`src/sv/tetra_face_neighbors_macros.svh`:
```
// ----------------------------------------------------------------------------
// tetra_face_neighbors_macros
// Assertion macros shared by the face adjacency block.
// ----------------------------------------------------------------------------
`ifndef TETRA_FACE_NEIGHBORS_MACROS_SVH
`define TETRA_FACE_NEIGHBORS_MACROS_SVH
`ifndef SYNTHESIS
// same-cycle implication
`define TFN_ASSERT_IMP(label, ante, cons, msg) \
   label: assert property (@(posedge clock) disable iff (reset) (ante) |-> (cons)) \
      else $error(msg);
// next-cycle implication
`define TFN_ASSERT_NXT(label, ante, cons, msg) \
   label: assert property (@(posedge clock) disable iff (reset) (ante) |=> (cons)) \
      else $error(msg);
`else
`define TFN_ASSERT_IMP(label, ante, cons, msg)
`define TFN_ASSERT_NXT(label, ante, cons, msg)
`endif
`endif

```
`src/sv/tfn_pkg.sv`:
```
// ----------------------------------------------------------------------------
// tfn_pkg
// Types and constants of the tetrahedron face adjacency block.
// ----------------------------------------------------------------------------
package tfn_pkg;

   localparam int VTX_W    = 20;
   localparam int ELEM_W   = 10;
   localparam int FACE_W   = 2;
   localparam int STAT_W   = 3;
   localparam int SURF_W   = 13;
   localparam int INNER_W  = 12;
   localparam int CNT_W    = 8;
   localparam int TSL_W    = 4;
   localparam int CSR_AW   = 2;
   localparam int CSR_DW   = 32;

   localparam logic [TSL_W-1:0]  TSL_RESET    = 4'd12;
   localparam logic [CSR_AW-1:0] CSR_TSL_ADDR = 2'd0;

   localparam logic [STAT_W-1:0] ST_NEW    = 3'd0;
   localparam logic [STAT_W-1:0] ST_PAIRED = 3'd1;
   localparam logic [STAT_W-1:0] ST_ODD    = 3'd2;
   localparam logic [STAT_W-1:0] ST_EVEN   = 3'd3;
   localparam logic [STAT_W-1:0] ST_FULL   = 3'd4;
   localparam logic [STAT_W-1:0] ST_OVER   = 3'd5;

   localparam logic [FACE_W-1:0] FIRST_FACE = 2'd0;
   localparam logic [FACE_W-1:0] LAST_FACE  = 2'd3;

   localparam logic [CNT_W-1:0] CNT_SAT  = 8'd255;
   localparam logic [CNT_W-1:0] CNT_BACK = 8'd254;
   localparam logic [CNT_W-1:0] CNT_PAIR = 8'd2;

   typedef struct packed {
      logic                latch_item;
      logic                clear_mesh;
      logic                clr_en;
      logic                load_face;
      logic [FACE_W-1:0]   load_sel;
      logic                probe_rd;
      logic                probe_next;
      logic                commit;
      logic                emit_full;
      logic                emit_over;
      logic [FACE_W-1:0]   face;
      logic                elem_inc;
   } tfn_cmd_type;

   typedef struct packed {
      logic out_busy;
      logic hit;
      logic probe_last;
      logic over_limit;
      logic clear_last;
   } tfn_sts_type;

endpackage

```
`src/sv/tfn_ctrl.sv`:
```
// ----------------------------------------------------------------------------
// tfn_ctrl
// Sequencer: clearing sweep, per-face probe loop and result emission.
// ----------------------------------------------------------------------------
module tfn_ctrl import tfn_pkg::*; (
   input  logic        clock,
   input  logic        reset,
   input  logic        req_valid,
   input  logic        req_start,
   output logic        req_ready,
   input  tfn_sts_type sts,
   output tfn_cmd_type cmd
);

   typedef enum logic [5:0] {
      S_CLEAR = 6'b000001,
      S_IDLE  = 6'b000010,
      S_LOAD  = 6'b000100,
      S_PROBE = 6'b001000,
      S_CHECK = 6'b010000,
      S_OVER  = 6'b100000
   } tfn_state_type;

   tfn_state_type     state_ff, state_in;
   logic [FACE_W-1:0] face_ff, face_in;
   logic              pend_ff, pend_in;

   always_comb begin
      state_in  = state_ff;
      face_in   = face_ff;
      pend_in   = pend_ff;
      cmd       = '0;
      req_ready = 1'b0;
      cmd.face  = face_ff;
      case (state_ff)
         S_CLEAR: begin
            cmd.clr_en = 1'b1;
            if (sts.clear_last) begin
               state_in = pend_ff ? S_LOAD : S_IDLE;
               pend_in  = 1'b0;
            end
         end
         S_IDLE: begin
            req_ready = 1'b1;
            if (req_valid) begin
               cmd.latch_item = 1'b1;
               if (req_start) begin
                  cmd.clear_mesh = 1'b1;
                  pend_in        = 1'b1;
                  state_in       = S_CLEAR;
               end else begin
                  state_in = S_LOAD;
               end
            end
         end
         S_LOAD: begin
            face_in = FIRST_FACE;
            if (sts.over_limit) begin
               state_in = S_OVER;
            end else begin
               cmd.load_face = 1'b1;
               cmd.load_sel  = FIRST_FACE;
               state_in      = S_PROBE;
            end
         end
         S_PROBE: begin
            cmd.probe_rd = 1'b1;
            state_in     = S_CHECK;
         end
         S_CHECK: begin
            if (sts.hit || sts.probe_last) begin
               if (!sts.out_busy) begin
                  cmd.commit    = sts.hit;
                  cmd.emit_full = !sts.hit;
                  if (face_ff == LAST_FACE) begin
                     cmd.elem_inc = 1'b1;
                     state_in     = S_IDLE;
                  end else begin
                     // next face key loads while this result goes out
                     cmd.load_face = 1'b1;
                     cmd.load_sel  = face_ff + 1'b1;
                     face_in       = face_ff + 1'b1;
                     state_in      = S_PROBE;
                  end
               end
            end else begin
               cmd.probe_next = 1'b1;
               state_in       = S_PROBE;
            end
         end
         S_OVER: begin
            if (!sts.out_busy) begin
               cmd.emit_over = 1'b1;
               face_in       = face_ff + 1'b1;
               if (face_ff == LAST_FACE) begin
                  state_in = S_IDLE;
               end
            end
         end
         default: begin
            state_in = S_IDLE;
         end
      endcase
   end

   always_ff @(posedge clock) begin
      if (reset) begin
         state_ff <= S_CLEAR;
         face_ff  <= FIRST_FACE;
         pend_ff  <= 1'b0;
      end else begin
         state_ff <= state_in;
         face_ff  <= face_in;
         pend_ff  <= pend_in;
      end
   end

endmodule

```
`config.mk`:
```
export PLATFORM = sky130hd
export DESIGN_NAME = tfn_ctrl
export DESIGN_NICKNAME = d
export VERILOG_FILES = /design/src/sv/tetra_face_neighbors_macros.svh /design/src/sv/tfn_pkg.sv /design/src/sv/tfn_ctrl.sv
export SDC_FILE = /design/constraint.sdc
export NUM_CORES = 1
export LEC_CHECK = 0
export BUFFER_PORTS_ARGS = -buffer_cell sky130_fd_sc_hd__buf_4
export CORE_MARGIN = 1.5
export CORE_UTILIZATION = 51
export CTS_CLUSTER_SIZE = 30
export DETAILED_ROUTE_END_ITERATION = 12
export PLACE_DENSITY = 0.84
export SYNTH_ARGS = -nofsm -noshare
export SYNTH_HDL_FRONTEND = slang
export SYNTH_SLANG_ARGS = --single-unit
```
`constraint.sdc`:
```
create_clock -name clock -period 3.3 [get_ports clock]
set_clock_uncertainty 0.2 [all_clocks]
set_input_delay 0.495 -clock clock [delete_from_list [all_inputs] [get_ports clock]]
set_output_delay 0.495 -clock clock [all_outputs]
set_load 0.05 [all_outputs]
```
==> results.json, run 1 <==
{
  "hold_buffers": 0,
  "io_pins": 24,
  "grt_pass1_vias": 608,
  "worst_slew_pin_slew_ps": 543,
  "h-tree-depth": 1,
  "post_cts_buffers": 0,
  "vdd_drop_max_mv": 0.222,
  "path_clk_slew_ps": 70,
  "p_sw_mw": 0.0978,
  "clk_latency_ps": 270,
  "syn_area_um2": 696,
  "hold_viol": 0,
  "die_w_um": 39.9,
  "port-buffer-count": 23,
  "fin_ws_ps": 461,
  "ys_seq_elements": 9,
  "dpl_worst_slack_ps": 767,
  "fin_nets": 118,
  "hp-class": "input pin to register",
  "initial_core_util_pct": 54.1,
  "worstSetupStartpointType": "register",
  "critPathArrivalTime_ps": 2140,
  "drc": 0,
  "root_buffer": "clkbuf_4",
  "comb_power_share_pct": 28.9,
  "max_freq_mhz": 352,
  "grt_pass1_wl_mm": 2.55,
  "drt_wl_total_mm": 1.72,
  "cts_tree": "built",
  "avgSynthCellArea_um2": 8.38,
  "ctsResizeCount": 0,
  "die_y_um": 39.9,
  "p_clk_share_pct": 30.3,
  "power.density_nw_per_um2": 329,
  "crit_required_ps": 2600,
  "seq_power_share_pct": 40.8,
  "rows": 13,
  "gr-total-overflow": 0,
  "grtUsageTotal_pct": 24.3,
  "swShare_pct": 33.3,
  "wire_per_inst_um": 14.1,
  "final_max_slew_viol_count": 0,
  "p_int_mw": 0.196,
  "fin_crit_ps": 2840,
  "seq_area_frac_synth_pct": 25.9,
  "fillerInstances": 107,
  "grt_max_degree": 12,
  "dp.cells": 118,
  "status": "finished, final reports clean",
  "clock_path_buffers": 2,
  "drive_above_1_share_pct": 35.5,
  "final-setup-viol-count": 0,
  "ys.warnings.count": 0,
  "synthesis.nets": 93,
  "antenna_found_initial": 0,
  "drt-vias-per-instance": 5.89,
  "rsz0062_at_grt": "no",
  "area_growth_pct": 28.6,
  "ant_nets": 0,
  "die-area_um2": 1590,
  "postSynthCellCount": 83,
  "core_um2": 1280,
  "holdWs_ps": 232,
  "place_congestion": 0.948,
  "diodes": 0,
  "p_leak_nw": 0.381,
  "cts.sink_count": 9,
  "max_cap_viol_count": 0,
  "drtIter0Drc": 17,
  "end_kind": "output pin",
  "fin_tns_setup_ps": 0,
  "via_count": 719,
  "relSlewSlack_pct": 63.5,
  "numCtsBuffers": 3,
  "layout.cells.non_filler": 122,
  "worst-setup-path-type": "register to output pin",
  "synth_cell_types": 38,
  "first_pass_iters": 4,
  "finalCritPeriodShare_pct": 86.0,
  "path_max_fanout": 7
}
## cell families after synthesis
| family | share of synthesized area (%) |
|---|---|
| AOI/OAI and AO/OA | 20.9 |
| xor gates and xnor gates | 1.26 |
| adders and majority gates | 1.80 |
| buffers and inverters | 4.86 |
| DFF | 25.9 |
| muxes | 2.88 |
| and+or+nand+nor | 42.4 |
## metrics by stage
stage / utilization [%] / instance area (µm²) / power (mW)
2_1_floorplan: - / 696 / 0.184
3_3_place_gp: 67.6 / 868 / 0.205
3_5_place_dp: 67.6 / 868 / 0.207
4_1_cts: 69.6 / 895 / 0.295
5_1_grt: 69.6 / 895 / 0.309
6_report: 69.6 / 895 / 0.294
## path summary, 6_finish.rpt
kind	from	endpoint	slack (ps)	cells past startpoint
worst min-delay path	reset	pend_ff	230	2
worst max-delay path	state_ff[1]	cmd[10]	460	4
worst min register to register	face_ff[1]	face_ff[1]	320	2
worst max register to register	state_ff[1]	state_ff[1]	1330	4
## final cells by class
cell class	count	area [µm²]	area share [%]
clock buffer	4	26.3	2.94
sequential	9	180	20.1
multi-input combinational	67	482	53.8
timing repair buffer	23	173	19.3
inverter	4	15.0	1.68
tap	15	18.8	2.10
## placed cells by master (no fill, tap or decap), types with 2 or more instances in the layout
master     n
a21oi_1    4
a31oi_1    2
buf_4     23
clkbuf_4   3
dfxtp_1    9
inv_1      4
mux2i_1    2
nand2_1    4
nand2b_1   3
nand3b_1   4
nor2_1     7
nor3_1     6
nor3_2     3
nor3b_1    2
nor3b_2    2
nor4_1     2
o21ai_0    2
o22a_1     2
o22ai_1    2
or4_4      2
## sequential cells by signal, summed over array words and instances, names as in the netlist
| name | count |
|---|---|
| state_ff | 6 |
| face_ff | 2 |
| pend_ff | 1 |
## power groups by stage
stage / sequential (mW) / clock, mW / combinational, mW
6_report: 0.120 / 0.0891 / 0.0849
4_1_cts: 0.119 / 0.0901 / 0.0852
3_5_place_dp: 0.122 / 0 / 0.0849
5_1_grt: 0.121 / 0.0968 / 0.0914
2_1_floorplan: 0.119 / 0 / 0.0651
3_3_place_gp: 0.121 / 0 / 0.0835
## critical path, stage by stage, from the launching register on
cell	delay, ps
dfxtp_1	360
or4_4	590
or3_4	450
o32ai_2	220
buf_4	240
## synthesized netlist by cell type
library cell / count / area share [%]
dfxtp_1: 9 / 26
nor2_1: 7 / 3.8
nor3_1: 6 / 4.3
a21oi_1: 4 / 2.9
inv_1: 4 / 2.2
nand2_1: 4 / 2.2
nand3b_1: 4 / 4.3
nand2b_1: 3 / 2.7
nor3_2: 3 / 4.3
a31oi_1: 2 / 1.8
clkbuf_1: 2 / 1.1
mux2i_1: 2 / 2.9
nor3b_1: 2 / 2.2
nor3b_2: 2 / 3.6
nor4_1: 2 / 1.8
o21ai_0: 2 / 1.4
o22a_1: 2 / 2.5
o22ai_1: 2 / 1.8
or4_4: 2 / 3.2
a211oi_1: 1 / 1.1
a21bo_2: 1 / 1.4
a21o_1: 1 / 1.1
a2bb2oi_1: 1 / 1.3
a311oi_2: 1 / 2.2
and2_1: 1 / 0.90
and3_1: 1 / 0.90
buf_6: 1 / 1.6
ha_1: 1 / 1.8
nand3_1: 1 / 0.72
nand4b_1: 1 / 1.3
nor4_2: 1 / 1.8
o21a_1: 1 / 1.1
o32ai_2: 1 / 2.3
or2_1: 1 / 0.90
or2b_1: 1 / 1.1
or3_1: 1 / 0.90
or3_4: 1 / 1.6
xor2_1: 1 / 1.3
## layer usage
layer	up-vias	wire (µm)	GRT usage, %
li1	361	-	-
met1	334	734	28.5
met2	22	881	42.3
met3	2	78	5.00
met4	0	21	10.3
met5	-	0	0
Power figures use the tool's default switching activity.
==> run 2: changes to the inputs <==
--- a/config.mk
+++ b/config.mk
@@ -8,9 +8,8 @@
 export BUFFER_PORTS_ARGS = -buffer_cell sky130_fd_sc_hd__buf_4
 export CORE_MARGIN = 1.5
 export CORE_UTILIZATION = 51
-export CTS_CLUSTER_SIZE = 30
 export DETAILED_ROUTE_END_ITERATION = 12
-export PLACE_DENSITY = 0.84
+export PLACE_DENSITY_LB_ADDON = 0.1
 export SYNTH_ARGS = -nofsm -noshare
 export SYNTH_HDL_FRONTEND = slang
 export SYNTH_SLANG_ARGS = --single-unit
==> results.json, run 2 (same netlist as run 1, synthesis figures left out) <==
{
  "rows": 13,
  "drive_above_1_share_pct": 35.5,
  "path_clk_slew_ps": 60,
  "hp-class": "input pin to register",
  "area_growth_pct": 28.6,
  "fin_tns_setup_ps": 0,
  "worst-setup-path-type": "register to output pin",
  "antenna_found_initial": 0,
  "vdd_drop_max_mv": 0.280,
  "h-tree-depth": 1,
  "grtUsageTotal_pct": 21.1,
  "r2r-start": "state_ff[1]",
  "final_cell_mix": "23 x buf_4, 9 x dfxtp_1, 7 x nor2_1",
  "drc": 0,
  "via_count": 723,
  "r2r_cells": 4,
  "hold_viol": 0,
  "die-area_um2": 1590,
  "clk_latency_ps": 260,
  "max_freq_mhz": 355,
  "max_cap_viol_count": 0,
  "r2r-end": "state_ff[2]",
  "critPathArrivalTime_ps": 2120,
  "drt-vias-per-instance": 5.93,
  "multi_input_area_um2": 482,
  "io_pins": 24,
  "ctsResizeCount": 0,
  "crit_required_ps": 2600,
  "first_pass_iters": 4,
  "seqCellArea_um2": 180,
  "die_y_um": 39.9,
  "holdWs_ps": 241,
  "drt_wl_total_mm": 1.58,
  "p_leak_nw": 0.381,
  "cts.sink_count": 9,
  "ant_nets": 0,
  "post_cts_buffers": 0,
  "wire_per_inst_um": 13.0,
  "diodes": 0,
  "port-buffer-count": 23,
  "slowest_delay_ps": 590,
  "layout_commonest_cell": "buf_4",
  "fin_nets": 118,
  "fillerInstances": 109,
  "status": "finished, final reports clean",
  "final_max_slew_viol_count": 0,
  "grt_max_degree": 12,
  "cts_tree": "built",
  "fin_crit_ps": 2820,
  "whs_endpoint": "pend_ff",
  "hold_start": "reset",
  "grt_pass1_wl_mm": 2.24,
  "path_max_fanout": 7,
  "hold_depth": 2,
  "finalCritPeriodShare_pct": 85.3,
  "power.density_nw_per_um2": 324,
  "largest_reg_flops": 6,
  "die_w_um": 39.9,
  "numCtsBuffers": 3,
  "final-setup-viol-count": 0,
  "clock_path_buffers": 2,
  "initial_core_util_pct": 54.1,
  "relSlewSlack_pct": 66.3,
  "top_regs": "state_ff x6, face_ff x2, pend_ff x1",
  "finalPower_mw": 0.290,
  "regMostFlops": "state_ff",
  "rsz0062_at_grt": "no",
  "drtIter0Drc": 14,
  "crit_chain": "or4_4 -> or3_4 -> o32ai_2 -> buf_4",
  "worst_path_max_delay_cell": "or4_4",
  "critical_path_buf_inv_count": 1,
  "end_kind": "output pin",
  "root_buffer": "clkbuf_4",
  "place_hpwl_mm": 1.25,
  "hold_buffers": 0,
  "place_congestion": 0.812,
  "core_um2": 1280,
  "gr-total-overflow": 0,
  "worst_slew_pin_slew_ps": 501,
  "grt_pass1_vias": 532,
  "critPathTopFamily": "simple AND/OR/NAND/NOR gates",
  "worstSetupStartpointType": "register",
  "regToRegSetupSlack_ps": 1360
}
-- run 2: cell counts in the layout (fill, tap and decap cells not counted) --
Identical to the previous run, type by type.
-- run 2: layout make-up --
type / instances / share of cell area (%)
Clock buffer: 4 / 2.94
Inverter: 4 / 1.68
Multi-Input combinational cell: 67 / 53.8
Sequential cell: 9 / 20.1
Tap cell: 15 / 2.10
Timing Repair Buffer: 23 / 19.3
-- run 2: worst register-to-register path: cells and delay by family, from the launching register on --
family | cells | cell delay [ps]
DFF | 1 | 370
AOI/OAI and AO/OA | 1 | 270
and+or+nand+nor | 3 | 980
-- run 2: metal layers --
layer	vias to the layer above	wire length (µm)	part of all wire [%]	track usage, %
li1	363	-	-	-
met1	338	745	47	27.9
met2	20	752	48	33.1
met3	2	68	4.3	5.00
met4	0	14	0.89	7.76
met5	-	0	0	0
-- run 2: worst max-delay path by stage --
stage,startpoint,to,slack (ps),cells after the start
global placement,state_ff[1],cmd[10],820,4
global route,state_ff[2],cmd[10],440,4
floorplan,state_ff[0],cmd[5],250,4
CTS,state_ff[1],cmd[10],490,4
finish,state_ff[1],cmd[10],480,4
detailed placement,state_ff[1],cmd[10],780,4
-- run 2: metrics by stage --
step	setup slack, ps	instances	utilization, %	cell area (µm²)
after floorplan	251	83	-	696
after global placement	818	118	67.6	868
after detailed placement	778	118	67.6	868
after CTS	494	122	69.6	895
after global routing	442	122	69.6	895
final	484	122	69.6	895
-- run 2: power breakdown --
group	total, mW	switching [mW]	internal [mW]
clock network	0.0845	0.0379	0.0465
registers	0.120	0.00750	0.113
logic	0.0849	0.0483	0.0366
total	0.290	0.0937	0.196
